--- config.mk ---
export PLATFORM = sky130hd
export DESIGN_NAME = json_object_record_splitter
export DESIGN_NICKNAME = d
export VERILOG_FILES = /design/src/rtl/jors_pkg.sv /design/src/rtl/jors_step.sv /design/src/rtl/jors_obuf.sv /design/src/rtl/json_object_record_splitter.sv
export SDC_FILE = /design/constraint.sdc
export NUM_CORES = 1
export LEC_CHECK = 0
export ABC_AREA = 1
export ABC_CLOCK_PERIOD_IN_PS = 2200
export BUFFER_PORTS_ARGS = -buffer_cell sky130_fd_sc_hd__buf_2
export CAP_MARGIN = 20
export CORE_UTILIZATION = 54
export CTS_CLUSTER_SIZE = 24
export DETAILED_ROUTE_END_ITERATION = 12
export HOLD_SLACK_MARGIN = 0.1
export PLACE_DENSITY = 0.74
export SETUP_SLACK_MARGIN = 0.02
export SLEW_MARGIN = 20
export SYNTH_ARGS = -nofsm -noshare
export SYNTH_HDL_FRONTEND = slang
export SYNTH_HIERARCHICAL = 1
export SYNTH_SLANG_ARGS = --single-unit
--- constraint.sdc ---
create_clock -name clk_i -period 2.2 [get_ports clk_i]
set_clock_uncertainty 0.15 [all_clocks]
set_input_delay 0.11 -clock clk_i [delete_from_list [all_inputs] [get_ports clk_i]]
set_output_delay 0.11 -clock clk_i [all_outputs]
set_load 0.01 [all_outputs]
--- src/rtl/jors_pkg.sv ---
package jors_pkg;

  localparam int unsigned MaxDepthDefault = 255;

  localparam logic [7:0] ChOpenBrace   = 8'h7B;
  localparam logic [7:0] ChCloseBrace  = 8'h7D;
  localparam logic [7:0] ChOpenBrack   = 8'h5B;
  localparam logic [7:0] ChCloseBrack  = 8'h5D;
  localparam logic [7:0] ChQuote       = 8'h22;
  localparam logic [7:0] ChBackslash   = 8'h5C;
  localparam logic [7:0] ChComma       = 8'h2C;
  localparam logic [7:0] ChSpace       = 8'h20;
  localparam logic [7:0] ChTab         = 8'h09;
  localparam logic [7:0] ChCr          = 8'h0D;
  localparam logic [7:0] ChLf          = 8'h0A;

  typedef enum logic [1:0] {
    ErrNone      = 2'd0,
    ErrNotObject = 2'd1,
    ErrBracket   = 2'd2,
    ErrTooDeep   = 2'd3
  } jors_err_e;

  typedef struct packed {
    logic       inside_record;
    logic       inside_string;
    logic       escape_pending;
    logic [7:0] nesting_level;
    logic       array_done;
    jors_err_e  error_latched;
  } jors_state_t;

  typedef struct packed {
    logic [7:0] record_byte;
    logic       byte_in_record;
    logic       record_first;
    logic       record_last;
    logic       stream_closed;
    jors_err_e  error_code;
  } jors_result_t;

endpackage

--- src/rtl/jors_step.sv ---
module jors_step import jors_pkg::*; #(
  parameter int unsigned MAX_DEPTH = MaxDepthDefault
) (
  input  jors_state_t  state_q_i,
  input  logic [7:0]   data_byte_i,
  output jors_state_t  state_d_o,
  output jors_result_t result_o
);

  // usable limit is capped by the 8-bit depth counter
  localparam int unsigned LimitInt = (MAX_DEPTH > 255) ? 255 : ((MAX_DEPTH < 1) ? 1 : MAX_DEPTH);
  localparam logic [7:0]  Limit    = LimitInt[7:0];

  logic       is_space;
  logic       inrec;
  logic       first;
  logic       last;
  logic [7:0] c;

  assign c = data_byte_i;
  assign is_space = (c == ChSpace) || (c == ChTab) || (c == ChCr) || (c == ChLf)
                  || (c == ChComma);

  always_comb begin
    state_d_o = state_q_i;
    inrec     = 1'b0;
    first     = 1'b0;
    last      = 1'b0;
    if ((state_q_i.error_latched != ErrNone) || state_q_i.array_done) begin
      // frozen
    end else if (!state_q_i.inside_record) begin
      if (is_space) begin
      end else if (c == ChCloseBrack) begin
        state_d_o.array_done = 1'b1;
      end else if (c != ChOpenBrace) begin
        state_d_o.error_latched = ErrNotObject;
      end else begin
        state_d_o.inside_record  = 1'b1;
        state_d_o.nesting_level  = 8'd1;
        state_d_o.inside_string  = 1'b0;
        state_d_o.escape_pending = 1'b0;
        inrec = 1'b1;
        first = 1'b1;
      end
    end else begin
      inrec = 1'b1;
      if (state_q_i.inside_string) begin
        if (state_q_i.escape_pending) begin
          state_d_o.escape_pending = 1'b0;
        end else if (c == ChBackslash) begin
          state_d_o.escape_pending = 1'b1;
        end else if (c == ChQuote) begin
          state_d_o.inside_string = 1'b0;
        end
      end else if (c == ChQuote) begin
        state_d_o.inside_string = 1'b1;
      end else if ((c == ChOpenBrace) || (c == ChOpenBrack)) begin
        if (state_q_i.nesting_level >= Limit) begin
          state_d_o.error_latched = ErrTooDeep;
        end else begin
          state_d_o.nesting_level = state_q_i.nesting_level + 8'd1;
        end
      end else if ((c == ChCloseBrace) || (c == ChCloseBrack)) begin
        if (state_q_i.nesting_level <= 8'd1) begin
          if (c != ChCloseBrace) begin
            state_d_o.error_latched = ErrBracket;
          end else begin
            state_d_o.nesting_level  = 8'd0;
            state_d_o.inside_record  = 1'b0;
            state_d_o.inside_string  = 1'b0;
            state_d_o.escape_pending = 1'b0;
            last = 1'b1;
          end
        end else begin
          state_d_o.nesting_level = state_q_i.nesting_level - 8'd1;
        end
      end
    end
  end

  always_comb begin
    result_o.record_byte    = c;
    result_o.byte_in_record = inrec;
    result_o.record_first   = first;
    result_o.record_last    = last;
    result_o.stream_closed  = state_d_o.array_done;
    result_o.error_code     = state_d_o.error_latched;
  end

endmodule

--- src/rtl/jors_obuf.sv ---
module jors_obuf import jors_pkg::*; (
  input  logic         clk_i,
  input  logic         rst_ni,
  input  logic         push_i,
  input  jors_result_t push_data_i,
  output logic         ready_o,
  output logic         valid_o,
  input  logic         pop_ready_i,
  output jors_result_t data_o
);

  logic         main_valid_q, main_valid_d;
  logic         skid_valid_q, skid_valid_d;
  jors_result_t main_q, main_d;
  jors_result_t skid_q, skid_d;
  logic         pop;

  assign pop     = main_valid_q && pop_ready_i;
  assign ready_o = !skid_valid_q;
  assign valid_o = main_valid_q;
  assign data_o  = main_q;

  always_comb begin
    main_valid_d = main_valid_q;
    skid_valid_d = skid_valid_q;
    main_d       = main_q;
    skid_d       = skid_q;
    if (pop) begin
      if (skid_valid_q) begin
        main_d       = skid_q;
        skid_valid_d = 1'b0;
      end else begin
        main_valid_d = 1'b0;
      end
    end
    if (push_i) begin
      if (!main_valid_d) begin
        main_d       = push_data_i;
        main_valid_d = 1'b1;
      end else begin
        // receiver stalled, park the word
        skid_d       = push_data_i;
        skid_valid_d = 1'b1;
      end
    end
  end

  always_ff @(posedge clk_i or negedge rst_ni) begin
    if (!rst_ni) begin
      main_valid_q <= 1'b0;
      skid_valid_q <= 1'b0;
    end else begin
      main_valid_q <= main_valid_d;
      skid_valid_q <= skid_valid_d;
    end
  end

  always_ff @(posedge clk_i) begin
    main_q <= main_d;
    skid_q <= skid_d;
  end

endmodule

--- src/rtl/json_object_record_splitter.sv ---
// json object record splitter
// in channel: data_byte_i with in_valid_i / in_ready_o, one word per byte of the
// array body, starting just after its opening bracket.
// out channel: out_valid_o / out_ready_i with the byte passed through and its
// flags: byte_in_record_o, record_first_o, record_last_o, stream_closed_o and
// error_code_o (latched until reset).
// each result goes straight into the output buffer as its byte is accepted.
// throughput: one byte per cycle while in_ready_o is high; the next parser
// state is formed combinationally from the byte and the current state.
// a two-entry output buffer (result register plus skid word) lets a byte be
// taken while a result waits; when the receiver stalls for more than one
// word, in_ready_o drops until the skid word drains.
// reset clears the parser state, the latched error and both output entries.
// once an error is latched or the closing bracket is seen, further bytes are
// still accepted and answered but leave the state alone.
module json_object_record_splitter import jors_pkg::*; #(
  parameter int unsigned MAX_DEPTH = MaxDepthDefault
) (
  input  logic       clk_i,
  input  logic       rst_ni,
  input  logic       in_valid_i,
  output logic       in_ready_o,
  input  logic [7:0] data_byte_i,
  output logic       out_valid_o,
  input  logic       out_ready_i,
  output logic [7:0] record_byte_o,
  output logic       byte_in_record_o,
  output logic       record_first_o,
  output logic       record_last_o,
  output logic       stream_closed_o,
  output logic [1:0] error_code_o
);

  jors_state_t  state_q, state_d;
  jors_result_t step_res;
  jors_result_t out_res;
  logic         accept;

  assign accept = in_valid_i && in_ready_o;

  jors_step #(
    .MAX_DEPTH (MAX_DEPTH)
  ) u_step (
    .state_q_i   (state_q),
    .data_byte_i (data_byte_i),
    .state_d_o   (state_d),
    .result_o    (step_res)
  );

  always_ff @(posedge clk_i or negedge rst_ni) begin
    if (!rst_ni) begin
      state_q <= '{inside_record: 1'b0, inside_string: 1'b0, escape_pending: 1'b0,
                   nesting_level: 8'd0, array_done: 1'b0, error_latched: ErrNone};
    end else if (accept) begin
      state_q <= state_d;
    end
  end

  jors_obuf u_obuf (
    .clk_i       (clk_i),
    .rst_ni      (rst_ni),
    .push_i      (accept),
    .push_data_i (step_res),
    .ready_o     (in_ready_o),
    .valid_o     (out_valid_o),
    .pop_ready_i (out_ready_i),
    .data_o      (out_res)
  );

  assign record_byte_o    = out_res.record_byte;
  assign byte_in_record_o = out_res.byte_in_record;
  assign record_first_o   = out_res.record_first;
  assign record_last_o    = out_res.record_last;
  assign stream_closed_o  = out_res.stream_closed;
  assign error_code_o     = out_res.error_code;

  a_first_is_brace: assert property (@(posedge clk_i) disable iff (!rst_ni)
    (out_valid_o && record_first_o) |-> (byte_in_record_o && record_byte_o == ChOpenBrace))
    else $error("record start not on an opening brace");

  a_closed_no_error: assert property (@(posedge clk_i) disable iff (!rst_ni)
    (out_valid_o && stream_closed_o) |-> (error_code_o == ErrNone))
    else $error("closed stream reports an error");

  a_error_sticky: assert property (@(posedge clk_i) disable iff (!rst_ni)
    (state_q.error_latched != ErrNone) |=> $stable(state_q))
    else $error("state changed after an error was latched");

  a_depth_in_record: assert property (@(posedge clk_i) disable iff (!rst_ni)
    (state_q.inside_record == (state_q.nesting_level != 8'd0)))
    else $error("nesting level out of step with record state");

endmodule
==> results.toml <==
[place]
dpl-instance-area_sq_um = 3290
gp_congestion = 1.03
hpwl_um = 5590
io_buffers = 27

[cts]
clock-sinks = 44
insertion_delay_ns = 0.30
clockRootBuffer = "clkbuf_8"
path_clk_slew_ns = 0.10
h-tree-depth = 2
cts.path.max_buffers = 2
cts_buffers = 5
cts_tree = "done"

[logic_synthesis]
avgSynthCellArea_sq_um = 6.93
async_flop_share_pct = 36.4
synth_top_cell_by_area = "nand2_1"
synthDistinctLibCells = 33
syn_nets = 485
synth_most_common_cell = "nand2_1"
yosysWarnings = 6
synth_edf_count = 14
synth_seq_cells = 44
yosysSeqAreaShare_pct = 33.8
ys.flop_type = "dfrtp_1"
synth.area.top_cells = "nand2_1, edfxtp_1, dfrtp_1"
synthTopCellsByCount = "nand2_1, inv_1, nand3_1"
synthCells = 470
netlist_area_sq_um = 3260
synth_top_area_share_pct = 17.4

[route]
postRouteAntennaNets = 0
drcViolationCount = 0
drt_wl_total_um = 7940
drtPass1Iterations = 5
wire_per_inst_um = 14.1
num_vias = 3059
viasPerCell = 5.43
drt_iter0_markers = 211

[worst_setup_path]
crit_fanout = 8
critPathArrivalTime_ns = 2.07
cp.required_ns = 2.24
reg2reg_slack_ns = 0.17
worst_setup_path_start_kind = "flop"
worst-setup-path-type = "reg2reg"
critPathLaunch = "state_q[3]"
reg2regPathDepth = 15
r2r-start = "state_q[3]"
rr_endpoint = "state_q[10]"
end_kind = "flop"

[die]
num_rows = 27
fp.dieW_um = 79.6
coreArea_sq_um = 5640
start_util_pct = 57.7
io_pins = 28
die_area_sq_um = 6340
dieHeight_um = 79.6

[power_and_ir_drop]
combPwrFrac_pct = 4.6
p_seq_share_pct = 50.6
p_int_mw = 1.32
clockPowerShare_pct = 44.7
power_density_nw_per_um2 = 467
peakVddDrop_v = 0.000240
switching_share_pct = 20.3
p_switching_mw = 0.336
power.leakage_nw = 1.92

[timing]
tightest_slew_ns = 0.483
setup_viol = 0
hold_viol = 0
period_share_pct = 92.5
fmax_mhz = 491
slew_headroom_pct = 67.4
finalMaxSlewViolations = 0
rsz0062_at_grt = "no"
tns_ns = 0
period_needed_ns = 2.03

[finish]
diodes = 0
final_cell_area_sq_um = 3540
area_growth_pct = 8.84
drive_above_1_share_pct = 17.1
num-nets-final = 505

[global_routing]
grt_pass1_vias = 2873
grt_pass1_wl_um = 13100
antenna_found_initial = 0
overflow = 0
grt_max_degree = 19
grt_usage_pct = 26.5

[run_status]
status = "complete, no violations"

[worst_hold_path]
hold_path.class = "in2async"

[job]
max_cap_viol_count = 0
-- layer usage --
layer | vias up | track usage (%) | wire length [um]
met1 | 1380 | 31.5 | 3200
li1 | 1516 | - | -
met2 | 135 | 47.9 | 3990
met3 | 28 | 4.00 | 529
met5 | - | 0 | 0
met4 | 0 | 9.64 | 218
-- state kept, by name (all words and copies together), names as in the netlist --
register and count:
state_q 14, u_obuf/data_o 14, u_obuf/skid_q 14, u_obuf/skid_valid_q 1, u_obuf/valid_o 1
-- critical path, stage by stage (launching register included) --
cell	delay [ns]
dfrtp_2	0.47
inv_2	0.08
ha_2	0.20
inv_1	0.06
nand2_1	0.11
nand2_2	0.08
nor2_4	0.17
nand2_2	0.09
nand2_1	0.08
nand2_1	0.05
nand3_1	0.08
nand2_1	0.07
nand2_1	0.07
nand2_1	0.05
nand3_1	0.07
nand2_1	0.06
-- cell type report --
| class | count | area (sq um) |
|---|---|---|
| clock buffer | 6 | 72.6 |
| fill | 514 | 2100 |
| clock inverter | 2 | 60.1 |
| multi-input combinational | 327 | 1670 |
| sequential | 44 | 1100 |
| timing repair buffer | 45 | 295 |
| tap | 72 | 90.1 |
| inverter | 67 | 256 |
-- cell usage in the layout (no fill, tap or decap), types with 3 or more instances in the layout --
master,n
dfrtp_1,15
dlygate4sd3_1,10
clkbuf_8,5
nor2_4,7
inv_1,62
edfxtp_1,14
buf_2,27
nand3_1,59
o21ai_1,4
nand2_2,10
nand2_8,3
nand3_2,10
inv_2,4
nand4_1,21
buf_4,8
nor2_1,33
dfxtp_1,14
nand2_1,148
a21oi_1,6
o21ai_0,4
nor3_1,4
xor2_1,3
-- through the flow --
stage                     utilization, %  std cells  power, mW  hold WS (ns)  setup slack, ns
after floorplan                        -        470      0.897        -0.336            0.101
after global placement              58.3        544      0.915        -0.102            0.184
after detailed placement            58.3        544      0.917       -0.0983            0.140
after CTS                           62.4        562       1.66         0.109            0.103
after global routing                62.8        563       1.70         0.178          0.00989
final                               62.8        563       1.65         0.143            0.165
-- how the worst max path moves through the flow --
stage                                   to  slack [ns]  cells after the start
after global routing            state_q[5]        0.01                     14
final                          state_q[10]        0.17                     15
after detailed placement  u_obuf/data_o[1]        0.14                     12
after floorplan           u_obuf/skid_q[0]        0.10                      8
after global placement         state_q[10]        0.18                     15
after CTS                 u_obuf/data_o[1]        0.10                     12
-- kinds of logic after synthesis --
logic type,share of synthesized area [%]
XOR/XNOR,1.08
flip-flops,33.8
AO/OA/AOI/OAI,3.00
adder cells (fa/ha/maj),1.15
AND/OR/NAND/NOR,45.4
buffers and inverters,15.5
-- power by group through the flow --
stage / Combinational [mW] / Sequential, mW / Clock, mW
after floorplan: 0.0411 / 0.856 / 0
after global placement: 0.0594 / 0.856 / 0
after detailed placement: 0.0610 / 0.856 / 0
after CTS: 0.0748 / 0.838 / 0.751
after global routing: 0.0840 / 0.838 / 0.782
final: 0.0767 / 0.838 / 0.740
-- timing repair --
action | CTS | global route
setup buffers | 0 | 1
hold endpoints to repair | 46 | 0
hold buffers | 10 | 0
setup endpoints to repair | 0 | 10
resized for setup | 0 | 8
(Power assumes the default switching activity.)
